## src/rtl/line_literal_pattern_search_top_assert.svh

```systemverilog
// Assertion macros used by the top-level file to check this block.
`ifndef LINE_LITERAL_PATTERN_SEARCH_TOP_ASSERT_SVH
`define LINE_LITERAL_PATTERN_SEARCH_TOP_ASSERT_SVH

// A condition that must hold at every clock edge out of reset.
`define LLPS_ASSERT_HOLDS(lbl, clk, rst_n, cond, msg) \
  lbl: assert property (@(posedge clk) disable iff (!rst_n) (cond)) else $error(msg);

// A condition that must hold whenever its antecedent holds.
`define LLPS_ASSERT_IMPLIES(lbl, clk, rst_n, ante, cons, msg) \
  lbl: assert property (@(posedge clk) disable iff (!rst_n) (ante) |-> (cons)) else $error(msg);

`endif

```

## src/rtl/llps_pkg.sv

```systemverilog
package llps_pkg;

  localparam int MAX_PATTERN_DEF = 16;
  localparam int MAX_LINE_DEF    = 4096;
  localparam int QUEUE_DEPTH     = 4;

  localparam int CHAR_W    = 8;
  localparam int BOUND_W   = 13;
  localparam int ROW_W     = 16;
  localparam int OUT_COL_W = 12;
  localparam int LEN_W     = 5;
  localparam int CFG_IDX_W = 2;
  localparam int CFG_DAT_W = 64;

  localparam logic [CFG_IDX_W-1:0] REG_PATTERN_LEN  = 2'd0;
  localparam logic [CFG_IDX_W-1:0] REG_PATTERN_LOW  = 2'd1;
  localparam logic [CFG_IDX_W-1:0] REG_PATTERN_HIGH = 2'd2;

  typedef struct packed {
    logic line_start;
    logic line_end;
    logic backward;
    logic hit;
  } llps_ctl_t;

  typedef struct packed {
    llps_ctl_t          ctl;
    logic [BOUND_W-1:0] bound;
    logic [ROW_W-1:0]   row;
  } llps_item_t;

  typedef struct packed {
    logic full;
    logic empty;
  } llps_qstat_t;

  // Byte k of the pattern; bytes beyond the sixteen held read as zero.
  function automatic logic [CHAR_W-1:0] pattern_byte(input logic [LEN_W-1:0] k,
                                                     input logic [CFG_DAT_W-1:0] lo,
                                                     input logic [CFG_DAT_W-1:0] hi);
    logic [CHAR_W-1:0] b;
    if (k < LEN_W'(8)) begin
      b = lo[{k[2:0], 3'b000} +: CHAR_W];
    end else if (k < LEN_W'(16)) begin
      b = hi[{k[2:0], 3'b000} +: CHAR_W];
    end else begin
      b = '0;
    end
    return b;
  endfunction

endpackage

```

## src/rtl/llps_front.sv

```systemverilog
module llps_front import llps_pkg::*; #(
  parameter int MAX_PATTERN = MAX_PATTERN_DEF,
  parameter int MAX_LINE    = MAX_LINE_DEF,
  localparam int COL_W      = $clog2(MAX_LINE + 1)
) (
  input  logic                 clk,
  input  logic                 rst_n,
  input  logic                 in_valid,
  output logic                 in_stall,
  input  logic [CHAR_W-1:0]    in_char_byte,
  input  logic                 in_has_byte,
  input  logic                 in_line_start,
  input  logic                 in_line_end,
  input  logic                 in_backward,
  input  logic [BOUND_W-1:0]   in_bound_col,
  input  logic [ROW_W-1:0]     in_row_index,
  input  logic                 cfg_valid,
  output logic                 cfg_ready,
  input  logic [CFG_IDX_W-1:0] cfg_index,
  input  logic [CFG_DAT_W-1:0] cfg_data,
  input  logic                 q_full,
  output logic                 push,
  output llps_item_t           push_item,
  output logic [COL_W-1:0]     push_col
);

  localparam int WIN_D = (MAX_PATTERN > 1) ? MAX_PATTERN - 1 : 1;

  logic [LEN_W-1:0]     pat_len_r;
  logic [CFG_DAT_W-1:0] pat_lo_r;
  logic [CFG_DAT_W-1:0] pat_hi_r;
  logic [COL_W-1:0]     col_r;
  logic [COL_W-1:0]     col_nxt;
  logic [CHAR_W-1:0]    win_r [WIN_D];
  logic [CHAR_W-1:0]    seen [MAX_PATTERN];

  logic             accept;
  logic [COL_W-1:0] col_eff;
  logic             in_line;
  logic             take_byte;
  logic [COL_W:0]   col_inc;
  logic [COL_W:0]   start_full;
  logic             match;
  logic             hit;

  assign cfg_ready = 1'b1;
  assign in_stall  = q_full;
  assign accept    = in_valid && !q_full;

  assign col_eff   = in_line_start ? '0 : col_r;
  assign in_line   = col_eff < COL_W'(MAX_LINE);
  assign take_byte = in_has_byte && in_line;
  assign col_inc   = {1'b0, col_eff} + (COL_W+1)'(1);
  assign start_full = col_inc - (COL_W+1)'(pat_len_r);

  // Newest byte first, then the window of earlier bytes.
  always_comb begin
    seen[0] = in_char_byte;
    for (int i = 1; i < MAX_PATTERN; i++) begin
      seen[i] = win_r[i-1];
    end
  end

  // The pattern ends at the newest byte: byte i back holds pattern byte len-1-i.
  always_comb begin
    match = 1'b1;
    for (int i = 0; i < MAX_PATTERN; i++) begin
      if (i < int'(pat_len_r)) begin
        if (seen[i] != pattern_byte(pat_len_r - LEN_W'(1) - LEN_W'(i), pat_lo_r, pat_hi_r)) begin
          match = 1'b0;
        end
      end
    end
  end

  assign hit = take_byte && (pat_len_r != '0) && (int'(pat_len_r) <= MAX_PATTERN) &&
               (col_inc >= (COL_W+1)'(pat_len_r)) && match;

  always_comb begin
    col_nxt = col_r;
    if (accept) begin
      col_nxt = col_eff;
      if (take_byte) begin
        col_nxt = col_inc[COL_W-1:0];
      end
      if (in_line_end) begin
        col_nxt = '0;
      end
    end
  end

  always_ff @(posedge clk) begin
    if (!rst_n) begin
      pat_len_r <= '0;
      pat_lo_r  <= '0;
      pat_hi_r  <= '0;
      col_r     <= '0;
    end else begin
      col_r <= col_nxt;
      if (cfg_valid) begin
        unique case (cfg_index)
          REG_PATTERN_LEN:  pat_len_r <= cfg_data[LEN_W-1:0];
          REG_PATTERN_LOW:  pat_lo_r  <= cfg_data;
          REG_PATTERN_HIGH: pat_hi_r  <= cfg_data;
          default: ;
        endcase
      end
    end
  end

  // The window keeps its contents across lines; the column guard on a hit
  // keeps bytes of an earlier line out of any match.
  always_ff @(posedge clk) begin
    if (accept && take_byte) begin
      win_r[0] <= in_char_byte;
      for (int i = 1; i < WIN_D; i++) begin
        win_r[i] <= win_r[i-1];
      end
    end
  end

  assign push                     = accept;
  assign push_item.ctl.line_start = in_line_start;
  assign push_item.ctl.line_end   = in_line_end;
  assign push_item.ctl.backward   = in_backward;
  assign push_item.ctl.hit        = hit;
  assign push_item.bound          = in_bound_col;
  assign push_item.row            = in_row_index;
  assign push_col                 = start_full[COL_W-1:0];

endmodule

```

## src/rtl/llps_queue.sv

```systemverilog
module llps_queue import llps_pkg::*; #(
  parameter int W = 1
) (
  input  logic         clk,
  input  logic         rst_n,
  input  logic         push,
  input  logic [W-1:0] push_data,
  input  logic         pop,
  output logic [W-1:0] pop_data,
  output llps_qstat_t  stat
);

  localparam int PTR_W = $clog2(QUEUE_DEPTH);

  logic [W-1:0]     mem [QUEUE_DEPTH];
  logic [PTR_W-1:0] wr_ptr_r;
  logic [PTR_W-1:0] rd_ptr_r;
  logic [PTR_W:0]   count_r;
  logic [PTR_W:0]   count_nxt;

  always_comb begin
    count_nxt = count_r;
    if (push && !pop) begin
      count_nxt = count_r + (PTR_W+1)'(1);
    end else if (pop && !push) begin
      count_nxt = count_r - (PTR_W+1)'(1);
    end
  end

  always_ff @(posedge clk) begin
    if (!rst_n) begin
      wr_ptr_r <= '0;
      rd_ptr_r <= '0;
      count_r  <= '0;
    end else begin
      count_r <= count_nxt;
      if (push) begin
        wr_ptr_r <= wr_ptr_r + PTR_W'(1);
      end
      if (pop) begin
        rd_ptr_r <= rd_ptr_r + PTR_W'(1);
      end
    end
  end

  always_ff @(posedge clk) begin
    if (push) begin
      mem[wr_ptr_r] <= push_data;
    end
  end

  assign pop_data   = mem[rd_ptr_r];
  assign stat.full  = count_r == (PTR_W+1)'(QUEUE_DEPTH);
  assign stat.empty = count_r == '0;

endmodule

```

## src/rtl/llps_back.sv

```systemverilog
module llps_back import llps_pkg::*; #(
  parameter int MAX_LINE = MAX_LINE_DEF,
  localparam int COL_W   = $clog2(MAX_LINE + 1)
) (
  input  logic                 clk,
  input  logic                 rst_n,
  input  llps_item_t           q_item,
  input  logic [COL_W-1:0]     q_col,
  input  logic                 q_empty,
  output logic                 pop,
  output logic                 out_valid,
  input  logic                 out_stall,
  output logic                 out_found,
  output logic [ROW_W-1:0]     out_match_row,
  output logic [OUT_COL_W-1:0] out_match_col
);

  localparam int CMP_W = (COL_W > BOUND_W) ? COL_W : BOUND_W;

  logic                 mode_r;
  logic [BOUND_W-1:0]   bound_r;
  logic [ROW_W-1:0]     row_r;
  logic                 have_r;
  logic [OUT_COL_W-1:0] best_r;
  logic                 out_valid_r;
  logic                 out_found_r;
  logic [ROW_W-1:0]     out_row_r;
  logic [OUT_COL_W-1:0] out_col_r;

  logic                 eff_mode;
  logic [BOUND_W-1:0]   eff_bound;
  logic [ROW_W-1:0]     eff_row;
  logic                 eff_have;
  logic [OUT_COL_W-1:0] eff_best;
  logic [CMP_W-1:0]     start_x;
  logic [CMP_W-1:0]     bound_x;
  logic                 take;
  logic                 have_new;
  logic [OUT_COL_W-1:0] best_new;

  assign eff_mode  = q_item.ctl.line_start ? q_item.ctl.backward : mode_r;
  assign eff_bound = q_item.ctl.line_start ? q_item.bound : bound_r;
  assign eff_row   = q_item.ctl.line_start ? q_item.row : row_r;
  assign eff_have  = q_item.ctl.line_start ? 1'b0 : have_r;
  assign eff_best  = q_item.ctl.line_start ? '0 : best_r;
  assign start_x   = CMP_W'(q_col);
  assign bound_x   = CMP_W'(eff_bound);

  // Forward keeps the first qualifying start, backward the latest one below the bound.
  always_comb begin
    take = 1'b0;
    if (q_item.ctl.hit) begin
      if (!eff_mode) begin
        take = !eff_have && (start_x >= bound_x);
      end else begin
        take = start_x < bound_x;
      end
    end
  end

  assign have_new = eff_have || take;
  assign best_new = take ? OUT_COL_W'(q_col) : eff_best;

  // Only a line-end word has to wait for the output register.
  assign pop = !q_empty && (!q_item.ctl.line_end || !out_valid_r || !out_stall);

  always_ff @(posedge clk) begin
    if (!rst_n) begin
      mode_r      <= 1'b0;
      bound_r     <= '0;
      row_r       <= '0;
      have_r      <= 1'b0;
      best_r      <= '0;
      out_valid_r <= 1'b0;
    end else begin
      if (pop) begin
        mode_r  <= eff_mode;
        bound_r <= eff_bound;
        row_r   <= eff_row;
        if (q_item.ctl.line_end) begin
          have_r <= 1'b0;
          best_r <= '0;
        end else begin
          have_r <= have_new;
          best_r <= best_new;
        end
      end
      if (pop && q_item.ctl.line_end) begin
        out_valid_r <= 1'b1;
      end else if (!out_stall) begin
        out_valid_r <= 1'b0;
      end
    end
  end

  always_ff @(posedge clk) begin
    if (pop && q_item.ctl.line_end) begin
      out_found_r <= have_new;
      out_row_r   <= eff_row;
      out_col_r   <= have_new ? best_new : '0;
    end
  end

  assign out_valid     = out_valid_r;
  assign out_found     = out_found_r;
  assign out_match_row = out_row_r;
  assign out_match_col = out_col_r;

endmodule

```

## src/rtl/line_literal_pattern_search_top.sv

```systemverilog
// Channel   Direction  Handshake            Word
// in_       input      in_valid / in_stall  one byte and line markers
// out_      output     out_valid/out_stall  found, row and column of a line
// cfg_      input      cfg_valid/cfg_ready  register index and write data
//
// One input word is taken every cycle; the window compare decides each byte
// as it arrives, so in_stall rises only when the four-word queue is full.
// A result is written to the output register when the back part pops its
// line-end word; a held out_stall blocks only the next line-end word.
// Reset is synchronous and active low; there is no clearing pass.
module line_literal_pattern_search_top import llps_pkg::*; #(
  parameter int MAX_PATTERN = MAX_PATTERN_DEF,
  parameter int MAX_LINE    = MAX_LINE_DEF
) (
  input  logic                 clk,
  input  logic                 rst_n,
  input  logic                 in_valid,
  output logic                 in_stall,
  input  logic [CHAR_W-1:0]    in_char_byte,
  input  logic                 in_has_byte,
  input  logic                 in_line_start,
  input  logic                 in_line_end,
  input  logic                 in_backward,
  input  logic [BOUND_W-1:0]   in_bound_col,
  input  logic [ROW_W-1:0]     in_row_index,
  output logic                 out_valid,
  input  logic                 out_stall,
  output logic                 out_found,
  output logic [ROW_W-1:0]     out_match_row,
  output logic [OUT_COL_W-1:0] out_match_col,
  input  logic                 cfg_valid,
  output logic                 cfg_ready,
  input  logic [CFG_IDX_W-1:0] cfg_index,
  input  logic [CFG_DAT_W-1:0] cfg_data
);

`include "line_literal_pattern_search_top_assert.svh"

  localparam int COL_W = $clog2(MAX_LINE + 1);
  localparam int Q_W   = $bits(llps_item_t) + COL_W;

  logic              push;
  llps_item_t        push_item;
  logic [COL_W-1:0]  push_col;
  logic              q_pop;
  logic [Q_W-1:0]    q_data;
  llps_item_t        q_item;
  logic [COL_W-1:0]  q_col;
  llps_qstat_t       q_stat;

  llps_front #(
    .MAX_PATTERN(MAX_PATTERN),
    .MAX_LINE   (MAX_LINE)
  ) u_front (
    .clk          (clk),
    .rst_n        (rst_n),
    .in_valid     (in_valid),
    .in_stall     (in_stall),
    .in_char_byte (in_char_byte),
    .in_has_byte  (in_has_byte),
    .in_line_start(in_line_start),
    .in_line_end  (in_line_end),
    .in_backward  (in_backward),
    .in_bound_col (in_bound_col),
    .in_row_index (in_row_index),
    .cfg_valid    (cfg_valid),
    .cfg_ready    (cfg_ready),
    .cfg_index    (cfg_index),
    .cfg_data     (cfg_data),
    .q_full       (q_stat.full),
    .push         (push),
    .push_item    (push_item),
    .push_col     (push_col)
  );

  llps_queue #(
    .W(Q_W)
  ) u_queue (
    .clk      (clk),
    .rst_n    (rst_n),
    .push     (push),
    .push_data({push_item, push_col}),
    .pop      (q_pop),
    .pop_data (q_data),
    .stat     (q_stat)
  );

  assign q_item = q_data[Q_W-1:COL_W];
  assign q_col  = q_data[COL_W-1:0];

  llps_back #(
    .MAX_LINE(MAX_LINE)
  ) u_back (
    .clk          (clk),
    .rst_n        (rst_n),
    .q_item       (q_item),
    .q_col        (q_col),
    .q_empty      (q_stat.empty),
    .pop          (q_pop),
    .out_valid    (out_valid),
    .out_stall    (out_stall),
    .out_found    (out_found),
    .out_match_row(out_match_row),
    .out_match_col(out_match_col)
  );

  `LLPS_ASSERT_HOLDS(a_queue_status, clk, rst_n, !(q_stat.full && q_stat.empty), "queue full and empty at once")
  `LLPS_ASSERT_IMPLIES(a_pop_nonempty, clk, rst_n, q_pop, !q_stat.empty, "pop from an empty queue")
  `LLPS_ASSERT_IMPLIES(a_miss_col_zero, clk, rst_n, out_valid && !out_found, out_match_col == '0, "column set without a match")
  `LLPS_ASSERT_IMPLIES(a_result_source, clk, rst_n, $rose(out_valid), $past(q_pop && q_item.ctl.line_end), "result without a line-end word")

endmodule
```

## config.mk

```make
export PLATFORM = sky130hd
export DESIGN_NAME = line_literal_pattern_search_top
export DESIGN_NICKNAME = d
export VERILOG_FILES = /design/src/rtl/llps_pkg.sv /design/src/rtl/llps_front.sv /design/src/rtl/llps_queue.sv /design/src/rtl/llps_back.sv /design/src/rtl/line_literal_pattern_search_top.sv
export VERILOG_INCLUDE_DIRS = /design/src /design/src/rtl
export SDC_FILE = /design/constraint.sdc
export NUM_CORES = 1
export LEC_CHECK = 0
export BUFFER_PORTS_ARGS = -buffer_cell sky130_fd_sc_hd__buf_2
export CAP_MARGIN = 30
export CORE_MARGIN = 2
export CORE_UTILIZATION = 41
export DETAILED_ROUTE_END_ITERATION = 10
export MAX_ROUTING_LAYER = met4
export PLACE_DENSITY = 0.65
export SLEW_MARGIN = 10
export SYNTH_ARGS = -nofsm -noshare
export SYNTH_HDL_FRONTEND = slang
export SYNTH_SLANG_ARGS = --single-unit
```

## constraint.sdc

```tcl
create_clock -name clk -period 12.59 [get_ports clk]
set_clock_uncertainty 0.05 [all_clocks]
set_input_delay 0.6295 -clock clk [delete_from_list [all_inputs] [get_ports clk]]
set_output_delay 0.6295 -clock clk [all_outputs]
set_load 0.005 [all_outputs]
```

==> reports/results.ini <==
[global_route]
antenna_found_initial = 7
grt_pass1_wl_mm = 146
grt_use_total_pct = 25.7
grt_start_max_net_pins = 158
grt_pass1_vias = 22000
gr-total-overflow = 0

[die]
coreArea_mm2 = 0.0757
die_width_um = 280
start_util_pct = 41.2
io_pins = 144
rows = 101
die_area_mm2 = 0.0783
die_h_um = 280

[pwr]
swShare_pct = 32.6
p_switching_w = 0.00176
pwr-share-comb_pct = 28.0
finalPower_w = 0.00538
p_clk_share_pct = 30.3
ir_worst_vdd_uv = 127
p_int_w = 0.00363
seqPwrFrac_pct = 41.7
pwr_density_cell_mw_per_mm2 = 156
total_leakage_power_nw = 11.8

[clock_tree]
hold_buffers = 0
clk_pin_slew_ns = 0.07
h-tree-depth = 2
cts-root-buf = clkbuf_16
cts_buffer_depth = 3
cts_setup_buffers = 0
clkLatencyLatePin_ns = 0.65
cts-resized-gates = 0
cts_tree = done
cts_buffers = 55
cts.sinks = 532

[synth]
ys_seq_area_share_pct = 44.8
synth.avg_cell_area_um2 = 11.0
synth_cell_types = 90
synth_warnings = 0
synthCells = 2825
synth_nets = 2980
synth_ff_type = edfxtp_1
synth_seq_cells = 532
syn_area_mm2 = 0.0312
synth-edff-count = 333
async_reset_ff_share_pct = 0

[sta]
slew_violations = 0
setup-tns-final_ns = 0
timing.fmax_mhz = 136
tightest_slew_ns = 1.18
timing.slew.headroom_pct = 20.4
min_period_ns = 7.34
setup_violations = 0
rsz0062_at_grt = false
post-route-period-util_pct = 58.3
hold_violations = 0
whs_ns = 0.139

[setup_path]
critPathSlowestCell = dfxtp_1
cp.arrival_ns = 7.74
max_stage_delay_ns = 0.61
cp_num_buf_inv = 3
cp_cell_sequence = inv_1 > ha_1 > xor2_4 > buf_4 > inv_2 > ha_1 > nor2b_1 > a22oi_1 > nand3_1 > nand2_1 > mux4_2 > or4b_1 > a211oi_1 > o32ai_1 > o41ai_1 > o21ai_0 > or4b_1 > nor2_1
cp-end-kind = register
critPathTopFamily = simple AND/OR/NAND/NOR gates
crit_fanout = 46
path_class = reg -> reg
setup.worst_path.start_class = register
reg2reg_slack_ns = 5.25
cp_data_required_time_ns = 13.00

[layout]
final_cell_mix = nand2_1, edfxtp_1, a21oi_1, dfxtp_1, nor2_1
final_common_cell = nand2_1
design_area_mm2 = 0.0345
syn_to_final_growth_pct = 10.6
drive_gt1_share_pct = 19.9
nets = 3043

[placed_design]
place_area_mm2 = 0.0326
numPortBuffers = 142
hpwlAfterDp_mm = 73.1
gp_congestion = 1.01

[routing]
first_pass_iters = 6
antenna_violating_nets_post_route = 0
routed_wirelength_mm = 98.9
num_vias = 23500
via_per_inst = 5.99
drc = 0
drt-wirelength-per-cell_um = 25.2
drt_iter0_markers = 2918

[job]
maxCapViolCount = 0

[min_path]
worstHoldPathType = in -> reg

[run_status]
status = complete, no violations

[registers in the layout, summed over array words and instances, names as in the netlist, 5 cells and up, named ones only]
name and cells:
u_back.best_r 12, u_back.bound_r 13, u_back.out_match_col 12, u_back.out_match_row 16, u_back.row_r 16, u_front.col_r 13
u_front.pat_hi_r 64, u_front.pat_len_r 5, u_front.pat_lo_r 64, u_front.win_r 120, u_queue.mem 184
[layer usage]
layer  wire (um)  GRT usage [%]  vias up
li1            -              -    10700
met2       45700           39.8      976
met4        5610           12.8        0
met1       40400           32.8    11500
met3        7180           4.20      222
met5           0              -        -
[synth_stat cells (11+ instances only)]
library cell  number  area, um^2
a31oi_1           15        93.8
o21ai_0           88         440
nand4_1           15        93.8
o22ai_1           25         156
mux4_2           163        3670
a22oi_1           57         428
nand2_1          441        1660
buf_6             19         214
mux2_1            15         169
nor2b_1           27         169
clkbuf_1          85         319
mux2i_1          164        1640
nor4_1            16         100
and2_1            16         100
inv_1             39         146
nand3b_1          15         113
a22o_1            18         158
xnor2_1           66         578
a21oi_1          195         976
nand3_1           20         100
ha_1              41         513
edfxtp_1         333       10000
buf_1             27         101
mux2_2            98        1100
and3_1            11        68.8
dfxtp_1          199        3980
nand2b_1          17         106
a211oi_1          49         368
buf_2             37         185
nor4b_1           17         149
xor2_1            66         578
nor3_1            50         250
nor2_1           170         638
o21ai_1           12        60.1
nor3b_1           13        97.6
o21a_1            17         128
[through the flow]
stage	std cells	worst slack, ns	util [%]
after floorplan	2825	5.79	-
after global placement	3802	5.47	43.1
after detailed placement	3805	5.48	43.1
after CTS	3909	5.44	45.5
after global routing	3920	4.93	45.6
final	3920	5.25	45.6
[power groups by stage]
stage               registers (W)  logic [W]  clock network (W)
global route              0.00226    0.00164            0.00172
floorplan                 0.00222    0.00107                  0
detailed placement        0.00228    0.00149                  0
finish                    0.00224    0.00150            0.00163
CTS                       0.00224    0.00150            0.00166
global placement          0.00227    0.00147                  0
[cell families (layout without fill, tap and decap cells)]
family	after synthesis	after routing	share of synthesized area, %
other	1	8	0.0120
AND/OR/NAND/NOR	882	882	13.1
multiplexers	447	447	21.4
AO/OA/AOI/OAI	557	557	11.3
flip-flops	532	532	44.8
adder cells (fa/ha/maj)	43	43	1.77
buffers and inverters	226	336	3.54
XOR/XNOR	137	137	4.00
[area by class of cell]
class                   instances  area [um^2]
clock buffers                  69         1440
flip-flops and latches        532        14000
inverters                      44          170
diodes                          7         17.5
well taps                     978         1220
repair buffers                188         1090
multi-input cells            2067        16200
clock inverters                35          378
fillers                      6924        41200
[worst paths after layout]
path / cells past startpoint / startpoint / end
max: 18 / u_front.pat_len_r[1]$_SDFFE_PN0P_ / u_queue.mem[1][42]$_DFFE_PP_
min: 1 / in_row_index[1] / u_queue.mem[2][14]$_DFFE_PP_
max reg2reg: 18 / u_front.pat_len_r[1]$_SDFFE_PN0P_ / u_queue.mem[1][42]$_DFFE_PP_
min reg2reg: 1 / u_back.best_r[5]$_SDFFE_PN0P_ / u_back.best_r[5]$_SDFFE_PN0P_
No activity file was read; power rests on OpenSTA's default activity.
